`src/rtl/core/vrc4_pkg.sv`:
```
`default_nettype none
// ----------------------------------------------------------------------------
// vrc4_pkg
// Shared types and constants for the VRC4-style cartridge bank mapper.
// ----------------------------------------------------------------------------
package vrc4_pkg;

    typedef enum logic [1:0] {
        CMD_WRITE = 2'd0,
        CMD_PRG   = 2'd1,
        CMD_CHR   = 2'd2
    } t_cmd;

    localparam int CHR_SLOTS_DEF = 8;
    localparam int PRG_SLOTS     = 3;

    localparam int PRG_BANK_W = 5;
    localparam int CHR_BANK_W = 9;
    localparam int OFFSET_W   = 21;

    localparam logic [7:0] PRG_LAST_RESET = 8'hFF;
    localparam logic [1:0] MIRROR_RESET   = 2'd2;

    localparam logic [1:0] SEL_MIRROR = 2'd0;
    localparam logic [1:0] SEL_SWAP   = 2'd2;

    localparam logic [1:0] IRQ_LATCH_LO = 2'd0;
    localparam logic [1:0] IRQ_LATCH_HI = 2'd1;
    localparam logic [1:0] IRQ_CONTROL  = 2'd2;
    localparam logic [1:0] IRQ_ACK      = 2'd3;

endpackage : vrc4_pkg
`default_nettype wire

```
`src/rtl/core/vrc4_bank_mapper.sv`:
```
`default_nettype none
// ----------------------------------------------------------------------------
// vrc4_bank_mapper
// Bank mapper that translates PRG and CHR reads and takes CPU register writes.
// ----------------------------------------------------------------------------
// An item is presented on i_cmd, i_addr and i_data with start high and is
// taken at any clock edge where busy is low; busy stays low, so one item can
// be taken in every cycle. Each item is a register write, a PRG read or a
// CHR read. The item is first captured in an input register, then one
// stage of decode and bank lookup updates the mapper registers and loads the
// result register. The result appears with o_done high for exactly one
// cycle once it has passed the input register and the result register. The
// status ports show the register contents after that item. Sustained rate
// is one item per cycle. The receiver cannot stall, so every result must be
// taken when shown. The last PRG bank is written through i_cfg_we and
// i_cfg_wdata while idle; the user must keep to this, as the block itself
// does not enforce it. A synchronous reset drops any item in flight and
// restores the default bank, mirroring and IRQ registers.
// ----------------------------------------------------------------------------
module vrc4_bank_mapper
    import vrc4_pkg::*;
#(
    parameter int CHR_SLOTS = CHR_SLOTS_DEF
) (
    input  wire logic                i_clk,
    input  wire logic                i_rst_n,
    input  wire logic                start,
    output logic                     busy,
    input  wire logic [1:0]          i_cmd,
    input  wire logic [15:0]         i_addr,
    input  wire logic [7:0]          i_data,
    input  wire logic                i_cfg_we,
    input  wire logic [7:0]          i_cfg_wdata,
    output logic                     o_done,
    output logic [OFFSET_W-1:0]      o_rom_offset,
    output logic                     o_offset_valid,
    output logic [1:0]               o_mirroring,
    output logic                     o_wram_enable,
    output logic [7:0]               o_irq_latch_value,
    output logic [7:0]               o_irq_control_value,
    output logic [7:0]               o_irq_ack_value
);

    localparam int CHR_IDX_W = $clog2(CHR_SLOTS);

    logic                  r_in_vld;
    logic [1:0]            r_cmd;
    logic [15:0]           r_addr;
    logic [7:0]            r_data;

    logic [7:0]            r_prg_last;
    logic [PRG_BANK_W-1:0] r_prg_bank [PRG_SLOTS];
    logic [CHR_BANK_W-1:0] r_chr_bank [CHR_SLOTS];
    logic [1:0]            r_mirror;
    logic                  r_swap;
    logic                  r_wram;
    logic [7:0]            r_irq_latch;
    logic [7:0]            r_irq_control;
    logic [7:0]            r_irq_ack;

    logic                  r_done;
    logic [OFFSET_W-1:0]   r_offset;
    logic                  r_offset_valid;

    logic                  accept;
    logic                  is_write;
    logic [3:0]            page;
    logic [2:0]            chr_k;
    logic [CHR_IDX_W-1:0]  chr_wr_idx;
    logic [CHR_IDX_W-1:0]  chr_rd_idx;
    logic [1:0]            prg_slot;
    logic [7:0]            prg_bank;
    logic [OFFSET_W-1:0]   n_offset;
    logic                  n_offset_valid;

    assign busy   = 1'b0;
    assign accept = start && !busy;

    always_ff @(posedge i_clk) begin
        if (!i_rst_n) begin
            r_in_vld <= 1'b0;
        end else begin
            r_in_vld <= accept;
        end
        if (accept) begin
            r_cmd  <= i_cmd;
            r_addr <= i_addr;
            r_data <= i_data;
        end
    end

    always_comb begin
        is_write   = r_in_vld && (r_cmd == CMD_WRITE);
        page       = r_addr[15:12];
        chr_k      = {r_addr[13:12] - 2'd3, r_addr[1]};
        chr_wr_idx = chr_k[CHR_IDX_W-1:0];
        chr_rd_idx = r_addr[10 +: CHR_IDX_W];
        prg_slot   = r_addr[14:13];
        if (prg_slot == 2'd3) begin
            prg_bank = r_prg_last;
        end else begin
            prg_bank = {3'd0, r_prg_bank[prg_slot]};
        end
    end

    always_comb begin
        n_offset       = '0;
        n_offset_valid = 1'b0;
        unique case (r_cmd)
            CMD_PRG: begin
                if (r_addr[15]) begin
                    n_offset       = {prg_bank, r_addr[12:0]};
                    n_offset_valid = 1'b1;
                end
            end
            CMD_CHR: begin
                n_offset       = {2'd0, r_chr_bank[chr_rd_idx], r_addr[9:0]};
                n_offset_valid = 1'b1;
            end
            default: begin
                n_offset       = '0;
                n_offset_valid = 1'b0;
            end
        endcase
    end

    always_ff @(posedge i_clk) begin
        if (!i_rst_n) begin
            r_prg_last    <= PRG_LAST_RESET;
            for (int i = 0; i < PRG_SLOTS; i++) begin
                r_prg_bank[i] <= '0;
            end
            for (int i = 0; i < CHR_SLOTS; i++) begin
                r_chr_bank[i] <= (i == 1) ? CHR_BANK_W'(1) : '0;
            end
            r_mirror      <= MIRROR_RESET;
            r_swap        <= 1'b0;
            r_wram        <= 1'b0;
            r_irq_latch   <= '0;
            r_irq_control <= '0;
            r_irq_ack     <= '0;
        end else begin
            if (i_cfg_we) begin
                r_prg_last <= i_cfg_wdata;
            end
            if (is_write) begin
                unique case (page)
                    4'h8: begin
                        r_prg_bank[r_swap ? 2'd2 : 2'd0] <= r_data[PRG_BANK_W-1:0];
                    end
                    4'h9: begin
                        if (r_addr[1:0] == SEL_MIRROR) begin
                            r_mirror <= r_data[1:0];
                        end else if (r_addr[1:0] == SEL_SWAP) begin
                            r_swap <= r_data[1];
                            r_wram <= r_data[0];
                        end
                    end
                    4'hA: begin
                        r_prg_bank[2'd1] <= r_data[PRG_BANK_W-1:0];
                    end
                    4'hB, 4'hC, 4'hD, 4'hE: begin
                        if (r_addr[0]) begin
                            r_chr_bank[chr_wr_idx][8:4] <= r_data[4:0];
                        end else begin
                            r_chr_bank[chr_wr_idx][3:0] <= r_data[3:0];
                        end
                    end
                    4'hF: begin
                        if (r_addr[11:2] == '0) begin
                            unique case (r_addr[1:0])
                                IRQ_LATCH_LO: r_irq_latch[3:0] <= r_data[3:0];
                                IRQ_LATCH_HI: r_irq_latch[7:4] <= r_data[3:0];
                                IRQ_CONTROL:  r_irq_control    <= r_data;
                                IRQ_ACK:      r_irq_ack        <= r_data;
                                default:      r_irq_ack        <= r_irq_ack;
                            endcase
                        end
                    end
                    default: begin
                    end
                endcase
            end
        end
    end

    always_ff @(posedge i_clk) begin
        if (!i_rst_n) begin
            r_done <= 1'b0;
        end else begin
            r_done <= r_in_vld;
        end
        if (r_in_vld) begin
            r_offset       <= n_offset;
            r_offset_valid <= n_offset_valid;
        end
    end

    assign o_done              = r_done;
    assign o_rom_offset        = r_offset;
    assign o_offset_valid      = r_offset_valid;
    assign o_mirroring         = r_mirror;
    assign o_wram_enable       = r_wram;
    assign o_irq_latch_value   = r_irq_latch;
    assign o_irq_control_value = r_irq_control;
    assign o_irq_ack_value     = r_irq_ack;

    a_done_follows_accept: assert property (@(posedge i_clk)
        $past(accept && i_rst_n, 2) && $past(i_rst_n) && i_rst_n |-> o_done)
        else $error("Accepted item did not produce a result two cycles later.");

    a_low_prg_invalid: assert property (@(posedge i_clk)
        $past(accept && i_rst_n && (i_cmd == CMD_PRG) && !i_addr[15], 2)
        && $past(i_rst_n) |-> !o_offset_valid)
        else $error("PRG read below the ROM window was flagged valid.");

    a_chr_valid: assert property (@(posedge i_clk)
        $past(accept && i_rst_n && (i_cmd == CMD_CHR), 2)
        && $past(i_rst_n) |-> o_offset_valid)
        else $error("CHR read was not flagged valid.");

    a_status_hold: assert property (@(posedge i_clk)
        $past(i_rst_n) && !$past(r_in_vld)
        |-> $stable(o_mirroring) && $stable(o_irq_ack_value) && $stable(o_wram_enable))
        else $error("Status register changed without a register write item.");

endmodule : vrc4_bank_mapper
`default_nettype wire
```
`config.mk`:
```
export PLATFORM = sky130hd
export DESIGN_NAME = vrc4_bank_mapper
export DESIGN_NICKNAME = d
export VERILOG_FILES = /design/src/rtl/core/vrc4_pkg.sv /design/src/rtl/core/vrc4_bank_mapper.sv
export SDC_FILE = /design/constraint.sdc
export NUM_CORES = 1
export LEC_CHECK = 0
export BUFFER_PORTS_ARGS = -buffer_cell sky130_fd_sc_hd__buf_2
export CORE_MARGIN = 5
export CORE_UTILIZATION = 50
export CTS_BUF_LIST = sky130_fd_sc_hd__clkbuf_4
export CTS_CLUSTER_DIAMETER = 50
export DETAILED_ROUTE_END_ITERATION = 8
export PLACE_DENSITY = 0.7
export SYNTH_ARGS = -nofsm -noshare
export SYNTH_HDL_FRONTEND = slang
export SYNTH_SLANG_ARGS = --single-unit
```
`constraint.sdc`:
```
create_clock -name i_clk -period 2.9 [get_ports i_clk]
set_input_delay 0.58 -clock i_clk [delete_from_list [all_inputs] [get_ports i_clk]]
set_output_delay 0.58 -clock i_clk [all_outputs]
set_load 0.03 [all_outputs]
```
Word level (Yosys, flattened, before mapping)

Memory sizes are Yosys's and may differ from the RTL's. A register that Yosys moved wholly into a read port is not among the register bits.
Index checks and enable logic that the tools add are counted.

Bits in registers: 86
Memory bits (writable): 87
Bits of input ports: 38
Output and inout bits: 51
Logic and storage cells: 81
Memories kept: 2

$add $sub $neg: 1
Equality and inequality tests: 14
Multiplexer cells: 34
Bitwise logic cells: 2
Reductions and logical operators: 13

Memory list:

| name       | words | bits a word | rd ports | clocked after Yosys merged registers in | write ports | RTL line               | source |
|---|---|---|---|---|---|---|---|
| r_chr_bank | 8     | 9           | 1        | 1                                       | 8           | vrc4_bank_mapper.sv:53 | `logic [CHR_BANK_W-1:0] r_chr_bank [CHR_SLOTS];` |
| r_prg_bank | 3     | 5           | 1        | 1                                       | 3           | vrc4_bank_mapper.sv:52 | `logic [PRG_BANK_W-1:0] r_prg_bank [PRG_SLOTS];` |

Operator list:

| cell                  | number |
|---|---|
| $pmux W21 S2          | 1 |
| $eq A4 B4 Y1 const B  | 8 |
| $mux W1               | 21 |
| $mux W21              | 1 |
| $reduce_and A4 Y1     | 5 |
| $logic_not A10 Y1     | 1 |
| $mux W5               | 2 |
| $mux W9               | 1 |
| $reduce_or A9 Y1      | 1 |
| $eq A2 B2 Y1 const B  | 4 |
| $mux W2               | 4 |
| $mux W8               | 1 |
| $mux W3               | 2 |
| $reduce_or A5 Y1      | 1 |
| $eq A2 B1 Y1 const B  | 2 |
| $logic_not A2 Y1      | 2 |
| $reduce_or A4 Y1      | 1 |
| $reduce_and A3 Y1     | 1 |
| $pmux W1 S2           | 1 |
| $sub A2 B2 Y2 const B | 1 |
| $logic_and A1 B1 Y1   | 1 |
| $not A1 Y1            | 1 |
| $or A1 B1 Y1          | 1 |

Longest topological paths before layout

Gate-level depths: netlist of the first run.

Depth in word-level cells: 8
Depth in mapped cells: 7
Gate-level depth less buffers: 6

Worst setup path before layout of the first run

Ideal clock, no wire load.

Kind: reg2reg
Start point: register r_in_vld
End point: memory r_chr_bank[1][4], enable pin
Library setup time: 0.374 ns
Data arrival time: 1.976 ns
Required time: 2.526 ns
Path slack: 0.550 ns
Stages on the path, launching flop included: 5
Path buffers: 1
Cell sequence: dfxtp_1 and4_1 clkbuf_1 nand4b_1 o21ai_0

RTL lines:

| item                     | RTL line               | source |
|---|---|---|
| start: declaration       | vrc4_bank_mapper.sv:46 | `logic r_in_vld;` |
| start signal: assignment | vrc4_bank_mapper.sv:83 | `r_in_vld <= accept;` |
| end: declaration         | vrc4_bank_mapper.sv:53 |  |

==> metrics.txt, run 1 <==
Compound-Gate Fraction of Synth Area=3.740%; CTS Hold Buffers Added=0; CP cell instances=inv_1 -> ha_1 -> and4_1 -> nand4b_1 -> o21ai_0; Initial Util=50.80%; PostCTS Resize Cnt=0; RSZ-0062 raised after global routing=false; Mapped Cells=561; CP max FO=9; TritonCTS buffer count=17; fin area=8651 um2; area post-placement=8369 um2; Pre-antenna DRT Iters=7; CTS tree=built; largest net degree at the start of global routing=34; Post-synth EDFFs=140; setup_tns=0 ns; # diodes=0; Placer Congestion=0.8226; max incr delay on CP=0.60 ns; Post-route DRC=0; hold path endpoint=r_data[6]$_DFFE_PP_; worst skew pair latency=0.56 ns; largest area contributor in the netlist=edfxtp_1; min cycle time layout=2.415 ns; simple-gate share of the synthesized area=16.08%; pwr/cell area=556.5 nW/um2; post-synthesis adder-cell area fraction=0.4879%; first-pass GRT wire length=25.89 mm; initial antenna violation count=0; fin nets=695; startpoint types=flop; Synth async-reset ratio=0%; Post-synth top flop=edfxtp_1; CTS root buf=clkbuf_4; count leader, synth=edfxtp_1; Critical-path top delay cell=o21ai_0; Site Rows=45; Layout Skew=0.01842 ns; Syn Std Cell Area=7694 um2; Reg-to-Reg End=r_chr_bank[0][1]$_SDFFCE_PN0P_; maxcap violations=0; DR iter-0 viols=356; Final Non-Filler Cells=855; Unique masters post-synth=45; share of cells above drive strength 1=25.64%; Hold Crit Start=i_data[6]; Ports=89; die height=134.0 um; Syn. warnings=0; R2R setup slack=0.49 ns; Leak=3.517 nW; WL/cell=19.35 um; Hold Path Class=in2reg; Post-Syn Area per Cell=13.71 um2; mux cell area share after synthesis=11.77%; Clock transition at path regs=0.15 ns; worst hold stages=1; clk sinks=183; Overflow after GRT=0; Area Overhead vs Synth=12.44%; detailed placement HPWL=11.71 mm; core area=15,150 um2; Routed WL=16.55 mm; port bufs=87; Synth top area share=54.64%; worst r2r path cells=5; R2R Path Start=r_cmd[0]$_DFFE_PP_; combinational family with the most area after synthesis=simple AND/OR/NAND/NOR gates; Final Hold Viols=0; Final Util=57.12%; Fmax=414.1 MHz; Area contributors post-synth=edfxtp_1, dfxtp_1, and2_1; H-tree depth=4; clock buffer depth=2; Setup Viol. Count Final=0; # Post-CTS Setup Buffers=0; Pins Over Slew Limit=0; via/cell ratio=5.578; vias in the first global route=4,871; Setup crit end kind=flop; CP Class=reg2reg; maximum vdd drop=0.3101 mV; critical path arrival=2.62 ns; final worst path period share=83.27%; Worst Setup Slack, final=0.4851 ns; xor/xnor share of the synthesized area=0%; Worst Path Required=3.10 ns; Tightest Pin Transition=0.9377 ns; most frequent cells after synthesis=edfxtp_1, and2_1, dfxtp_1, nand2_1, mux2i_1; Post-Place Cells=823; Tot GR Track Use=19.06%; dpl ws=0.5312 ns; synthesized flop and latch total=183; Antenna Violating Nets Remaining=0; Die X=134.0 um; relative slew slack=37.49%; full die area=17,970 um2; via count=4,769; status=finished, final reports clean; part of the Yosys area used for sequential elements=65.83%
==> layout make-up <==
class / count / area, um2
clock inverter: 14 / 146.4
inverter: 4 / 15.01
fill: 1243 / 6495
multi-input combinational: 344 / 2491
timing repair buffer: 104 / 563.0
clock buffer: 18 / 135.1
tap: 188 / 235.2
sequential: 183 / 5065
==> logic make-up (layout without fill, tap and decap cells) <==
logic type      count (synthesis)  after routing
buf+inv                        39            140
mux                            68             68
other cells                     1              6
compound gates                 49             49
flops                         183            183
fa+ha+maj                       3              3
simple gates                  218            218
==> per-layer routing <==
metal | track usage (%) | vias to the layer above | wire length [um]
met5 | 0 | - | 0
met4 | 5.260 | 0 | 178
met3 | 5.664 | 17 | 1129
met2 | 31.27 | 177 | 8009
met1 | 24.97 | 2362 | 7228
li1 | - | 2213 | -
==> worst max path at each step <==
stage | start | endpoint | slack [ns] | cells past startpoint
after CTS | r_cmd[0]$_DFFE_PP_ | r_chr_bank[0][1]$_SDFFCE_PN0P_ | 0.50 | 5
final | r_cmd[0]$_DFFE_PP_ | r_chr_bank[0][1]$_SDFFCE_PN0P_ | 0.49 | 5
after floorplan | r_in_vld$_SDFF_PN0_ | r_chr_bank[1][4]$_SDFFCE_PN0P_ | 0.55 | 4
after detailed placement | r_cmd[0]$_DFFE_PP_ | r_chr_bank[0][0]$_SDFFCE_PN0P_ | 0.53 | 5
after global placement | r_cmd[0]$_DFFE_PP_ | r_chr_bank[1][1]$_SDFFCE_PN0P_ | 0.66 | 5
after global routing | r_cmd[0]$_DFFE_PP_ | r_chr_bank[6][7]$_SDFFCE_PN0P_ | 0.29 | 5
==> cells in the final DEF, fill, tap and decap left out, types with 7 or more instances in the layout <==
cell type	Yosys	layout
a21oi_1	7	7
and2_1	99	99
buf_2	5	87
buf_4	1	17
clkbuf_4	0	18
dfxtp_1	43	43
edfxtp_1	140	140
mux2_2	10	10
mux2i_1	41	41
mux4_2	17	17
nand2_1	42	42
nand2b_1	10	10
nor2_1	24	24
o21ai_0	22	22
==> state kept, by name, summed over array words and instances (netlist names), 2 cells and up, named ones only <==
| register | cells |
|---|---|
| r_data | 8 |
| r_prg_last | 8 |
| o_rom_offset | 21 |
| o_mirroring | 2 |
| r_cmd | 2 |
| r_prg_bank | 20 |
| r_chr_bank | 72 |
| o_irq_control_value | 8 |
| o_irq_ack_value | 8 |
| r_addr | 16 |
| o_irq_latch_value | 8 |
==> worst max-delay path, delay by kind of cell (launching register included) <==
kind                       cells  cell delay, ns
AOI/OAI and AO/OA              1            0.60
adders and majority gates      1            0.26
buffers and inverters          1            0.10
DFF                            1            0.41
and+or+nand+nor                2            0.69
==> per-stage QoR <==
| stage | total power, mW | hold slack [ns] |
|---|---|---|
| 2_1_floorplan | 3.298 | 0.4327 |
| 3_3_place_gp | 3.449 | 0.4446 |
| 3_5_place_dp | 3.465 | 0.4495 |
| 4_1_cts | 4.847 | 0.1342 |
| 5_1_grt | 5.012 | 0.1015 |
| 6_report | 4.814 | 0.1832 |
==> where the power goes <==
part | switching, mW | internal, mW
sequential | 0.120 | 2.92
clock | 0.877 | 0.532
combinational | 0.210 | 0.155
Power figures use the tool's default switching activity.
==> inputs of run 2 (changes only) <==
--- a/config.mk
+++ b/config.mk
@@ -5,6 +5,7 @@
 export SDC_FILE = /design/constraint.sdc
 export NUM_CORES = 1
 export LEC_CHECK = 0
+export ABC_AREA = 1
 export BUFFER_PORTS_ARGS = -buffer_cell sky130_fd_sc_hd__buf_2
 export CORE_MARGIN = 5
 export CORE_UTILIZATION = 50
==> constraint.sdc (replaced) <==
create_clock -name i_clk -period 2.3 [get_ports i_clk]
set_input_delay 0.46 -clock i_clk [delete_from_list [all_inputs] [get_ports i_clk]]
set_output_delay 0.46 -clock i_clk [all_outputs]
set_load 0.03 [all_outputs]
==> run 2 against run 1 <==
Compared with the run above:
- first-iteration DRC count increased by 38%
- wire length increased by 5.7%
- clock power increased by 13%
- core utilization increased by 0.38 points
- largest power group unchanged
- critical endpoint is now r_chr_bank[3][1]$_SDFFCE_PN0P_
- fmax increased by 20%
- synthesized area increased by 3.1%
- die area increased by 2.8%
- combinational power increased by 80%
- synthesized cell count increased by 55%
- total power increased by 25%
==> metrics.txt, run 2 <==
Reg-to-Reg End=r_chr_bank[3][1]$_SDFFCE_PN0P_; DR iter-0 viols=492; port bufs=87; most frequent cells after synthesis=nand2_1, nor2_1, edfxtp_1, inv_1, nand3_1; Layout Skew=0.02567 ns; Unique masters post-synth=27; CP cell instances=nand2_1 -> inv_2 -> nand2_1 -> nand4_1 -> nor2_4 -> nand3_1 -> nand2_1; Critical Path Most Common Cell=nand2_1; synthesized flop and latch total=183; startpoint types=flop; H-tree depth=4; FILL cells=1,418; worst skew pair latency=0.58 ns; Syn Std Cell Area=7929 um2; initial antenna violation count=2; Worst Setup Slack, final=0.2943 ns; Final Hold Viols=0; dpl ws=0.3230 ns; max reg flops=72; WL/cell=14.45 um; maximum vdd drop=0.4142 mV; Synth top area share=53.02%; Final Util=57.50%; Area contributors post-synth=edfxtp_1, nand2_1, dfxtp_1; Worst Path Required=2.57 ns; count leader, synth=nand2_1; CP max FO=9; Post-Syn Area per Cell=9.114 um2; Syn. warnings=0; Pre-antenna DRT Iters=5; status=finished, final reports clean; R2R setup slack=0.29 ns; pwr/cell area=665.1 nW/um2; most frequent cells in the layout=nand2_1, nor2_1, edfxtp_1, inv_1, buf_2; min cycle time layout=2.006 ns; TritonCTS buffer count=17; Routed WL=17.49 mm; critical path arrival=2.27 ns; # Post-CTS Setup Buffers=0; share of cells above drive strength 1=15.19%; RSZ-0062 raised after global routing=false; Leak=4.138 nW; # diodes=0; CP Class=reg2reg; first-pass GRT wire length=27.21 mm; CTS root buf=clkbuf_4; Pins Over Slew Limit=0; largest area contributor in the netlist=edfxtp_1; relative slew slack=55.76%; Tightest Pin Transition=0.6636 ns; Mapped Cells=870; detailed placement HPWL=12.38 mm; Area Overhead vs Synth=13.95%; CTS tree=built; Die X=135.9 um; R2R Path Start=r_addr[13]$_DFFE_PP_; Overflow after GRT=0; Ports=89; Post-synth top flop=edfxtp_1; Setup crit end kind=flop; maxcap violations=0; Tot GR Track Use=19.44%; final worst path period share=87.21%; clk sinks=183; Top reg by flops=r_chr_bank; clock buffer depth=2; vias in the first global route=5,573; worst r2r path cells=7; Initial Util=50.46%; part of the Yosys area used for sequential elements=63.88%; Antenna Violating Nets Remaining=0; Synth async-reset ratio=0%; die height=135.9 um; full die area=18,480 um2; via count=5,889; Placer Congestion=0.8469; commonest non-fill, non-tap cell in the layout=nand2_1; setup_tns=0 ns; fin nets=1,022; Fmax=498.6 MHz; Post-synth EDFFs=140; worst hold stages=1; Hold Path Class=in2reg; max incr delay on CP=0.48 ns; Critical-path top delay cell=edfxtp_1; core area=15,710 um2; largest net degree at the start of global routing=57; Setup Viol. Count Final=0; via/cell ratio=4.867; Post-route DRC=0; Hold Crit Start=i_data[6]; Site Rows=46; hold path endpoint=r_data[6]$_DFFE_PP_; Clock transition at path regs=0.15 ns; final hold slack=0.05626 ns
==> run 2: cell types whose count changed after synthesis, moves of 10 or more <==
cell and change:
mux2i_1 -41, nand2_1 +193, nor2_1 +152, inv_1 +103
nand2b_1 -10, and2_1 -99, o21ai_0 -15, mux4_2 -17
nand3_1 +76
==> run 2: repair_timing <==
action                                 4_1_cts  5_1_grt
resized for setup                            0        0
endpoints found under the hold margin        0       14
hold buffers                                 0       14
==> run 2: cell families (layout without fill, tap and decap cells) <==
group	after synthesis	after routing	synth area share, %
and+or+nand+nor	512	512	26.62
DFF	183	183	63.88
buffers and inverters	150	269	7.432
AOI/OAI and AO/OA	19	19	1.262
adders and majority gates	3	3	0.4735
muxes	2	2	0.2840
other	1	6	0.04730
==> run 2: worst max-delay path: cells and delay by family, from the launching register on <==
| family | cells | cell delay [ns] |
|---|---|---|
| simple gates | 6 | 1.15 |
| flops | 1 | 0.48 |
| buf+inv | 1 | 0.07 |
==> run 2: cell type report <==
cell class | instances | area (um2) | area share [%]
timing repair buffer | 121 | 725.7 | 8.032
multi-input combinational | 542 | 2293 | 25.38
tap | 216 | 270.3 | 2.991
clock buffer | 17 | 127.6 | 1.413
clock inverter | 15 | 117.6 | 1.302
sequential | 183 | 5065 | 56.06
inverter | 116 | 435.4 | 4.819
==> run 2: how the worst max path moves through the flow <==
stage / from / to / slack (ns)
after floorplan: r_in_vld$_SDFF_PN0_ / r_chr_bank[0][4]$_SDFFCE_PN0P_ / 0.23
after global placement: r_addr[13]$_DFFE_PP_ / r_chr_bank[7][1]$_SDFFCE_PN0P_ / 0.37
after detailed placement: r_addr[13]$_DFFE_PP_ / r_chr_bank[6][0]$_SDFFCE_PN0P_ / 0.32
after CTS: r_addr[13]$_DFFE_PP_ / r_chr_bank[7][1]$_SDFFCE_PN0P_ / 0.31
after global routing: r_addr[13]$_DFFE_PP_ / r_chr_bank[3][1]$_SDFFCE_PN0P_ / 0.10
final: r_addr[13]$_DFFE_PP_ / r_chr_bank[3][1]$_SDFFCE_PN0P_ / 0.29
==> run 2: power by group <==
group / total [mW] / internal [mW] / switching [mW] / leakage [nW]
sequential: 3.75 / 3.68 / 0.0670 / 1.78
clock: 1.60 / 0.457 / 1.14 / 0.142
combinational: 0.657 / 0.195 / 0.462 / 2.21
total: 6.01 / 4.34 / 1.67 / 4.14
==> run 2: through the flow <==
step	total power, mW	area [um2]	std cells
floorplan	4.218	7948	875
global route	6.261	9035	1210
finish	6.009	9035	1210
global placement	4.456	8650	1164
detailed placement	4.462	8650	1164
CTS	6.024	8895	1196
==> run 2: per-layer routing <==
metal	wire, um	vias up	part of all wire [%]	track usage [%]
li1	-	2975	-	-
met4	375	4	2.1	6.383
met5	21	-	0.12	0
met2	8178	182	47	31.39
met1	7650	2697	44	24.94
met3	1261	31	7.2	6.366
==> inputs of run 3 (changes only) <==
==> constraint.sdc (replaced) <==
create_clock -name i_clk -period 2.3 [get_ports i_clk]
set_input_delay 0.115 -clock i_clk [delete_from_list [all_inputs] [get_ports i_clk]]
set_output_delay 0.115 -clock i_clk [all_outputs]
set_load 0.03 [all_outputs]
==> run 3 against run 2 <==
Compared with the run above:
- clock-buffer cell count up 2
- clock skew down 0.0024 ns
- sequential share of layout area down 2.3 points
- first-iteration DRC count up 10%
- core utilization up 2.4 points
- total power up 0.75%
- critical endpoint is now r_chr_bank[7][5]$_SDFFCE_PN0P_
==> metrics.txt, run 3 (synthesis results as in run 2) <==
PostCTS Resize Cnt=0; WL/cell=14.89 um; RSZ-0062 raised after global routing=false; Pre-antenna DRT Iters=5; worst r2r path cells=7; detailed placement HPWL=12.62 mm; commonest non-fill, non-tap cell in the layout=nand2_1; critical path arrival=2.32 ns; CP max FO=6; Multi-input gate area=2293 um2; CTS tree=built; largest net degree at the start of global routing=57; via/cell ratio=4.864; clk sinks=183; fin nets=1,061; worst skew pair latency=0.60 ns; Reg-to-Reg End=r_chr_bank[7][5]$_SDFFCE_PN0P_; full die area=18,480 um2; Initial Util=50.46%; hold path endpoint=r_data[5]$_DFFE_PP_; Clock transition at path regs=0.15 ns; startpoint types=flop; R2R setup slack=0.27 ns; Area Overhead vs Synth=18.79%; initial antenna violation count=1; grt met1 use=26.41%; CTS Hold Buffers Added=52; via count=6,080; DR iter-0 viols=542; Reg area=5065 um2; maxcap violations=0; Tot GR Track Use=21.16%; R2R Path Start=r_cmd[1]$_DFFE_PP_; max reg flops=72; status=finished, final reports clean; Top reg by flops=r_chr_bank; Worst Path Required=2.59 ns; setup_tns=0 ns; port bufs=87; Final Hold Viols=0; Final Util=59.95%; CTS root buf=clkbuf_4; TritonCTS buffer count=17; Layout Skew=0.02322 ns; Routed WL=18.61 mm; CP Class=reg2reg; Overflow after GRT=0; Site Rows=46; Post-route DRC=0; Placer Congestion=0.8833; most frequent cells in the layout=nand2_1, nor2_1, edfxtp_1, inv_1, buf_2; FILL cells=1,328; pwr/cell area=642.8 nW/um2; Leak=4.270 nW; grt met3 use=5.996%; # Post-CTS Setup Buffers=0; Hold Crit Start=i_data[5]; Fmax=492.1 MHz; met2 Track Usage GR=34.96%; H-tree depth=4; Setup crit end kind=flop; min cycle time layout=2.032 ns; share of cells above drive strength 1=14.52%; Hold Path Class=in2reg; Tightest Pin Transition=0.6687 ns; vias in the first global route=5,991; Ports=89; grt peak-use layer=met2; final worst path period share=88.34%; Setup Viol. Count Final=0; Die X=135.9 um; Antenna Violating Nets Remaining=0; worst hold stages=2; final hold slack=0.2176 ns; core area=15,710 um2; maximum vdd drop=0.3739 mV; clock buffer depth=2; die height=135.9 um; first-pass GRT wire length=29.48 mm; Pins Over Slew Limit=0; fin area=9419 um2; relative slew slack=55.42%; area post-placement=8657 um2
run 3: cell count changes in the layout (fill, tap and decap cells not counted), sizes merged:
cell / previous run / this run
dlygate4sd3: 14 / 52
inv: 118 / 113
clkinv: 12 / 15
clkbuf: 17 / 19
buf: 107 / 108
diode: 0 / 1
run 3: worst max path at each step:
stage | slack (ns) | endpoint | depth (start not counted) | from
after floorplan | 0.23 | r_chr_bank[0][4]$_SDFFCE_PN0P_ | 8 | r_in_vld$_SDFF_PN0_
after global placement | 0.40 | r_chr_bank[7][1]$_SDFFCE_PN0P_ | 7 | r_addr[12]$_DFFE_PP_
after detailed placement | 0.34 | r_chr_bank[7][6]$_SDFFCE_PN0P_ | 7 | r_cmd[1]$_DFFE_PP_
after CTS | 0.29 | r_chr_bank[7][5]$_SDFFCE_PN0P_ | 7 | r_cmd[1]$_DFFE_PP_
after global routing | 0.11 | r_chr_bank[7][5]$_SDFFCE_PN0P_ | 7 | r_cmd[1]$_DFFE_PP_
final | 0.27 | r_chr_bank[7][5]$_SDFFCE_PN0P_ | 7 | r_cmd[1]$_DFFE_PP_
run 3: through the flow:
step / setup WS, ns / cells / power [mW]
floorplan: 0.2278 / 875 / 4.218
global placement: 0.4047 / 1165 / 4.457
detailed placement: 0.3368 / 1165 / 4.467
CTS: 0.2886 / 1249 / 6.073
global route: 0.1085 / 1250 / 6.312
finish: 0.2681 / 1250 / 6.054
run 3: final cells by class:
| class | count | share of cell area [%] |
|---|---|---|
| multi-input cells | 542 | 24.35 |
| clock inverters | 13 | 1.023 |
| well taps | 216 | 2.869 |
| repair buffers | 160 | 11.82 |
| diodes | 1 | 0.02657 |
| inverters | 116 | 4.623 |
| clock buffers | 19 | 1.514 |
| flip-flops and latches | 183 | 53.77 |
run 3: critical path: stages, from the launching register on:
cell and delay (ns):
edfxtp_1 0.44, inv_1 0.10, ha_1 0.20, nand2_1 0.09, nor2_2 0.15, nand3_2 0.17
nand3b_1 0.31, nand2_1 0.26
run 3: per-layer routing:
metal	share of wire (%)	wire length, um
met1	42	7893
met2	48	8955
met3	6.8	1266
met4	2.7	497
met5	0	0
run 3: power breakdown:
group / internal (mW) / switching [mW] / leakage, nW
logic: 0.242 / 0.476 / 2.35
clock network: 0.462 / 1.12 / 0.134
registers: 3.68 / 0.0685 / 1.78
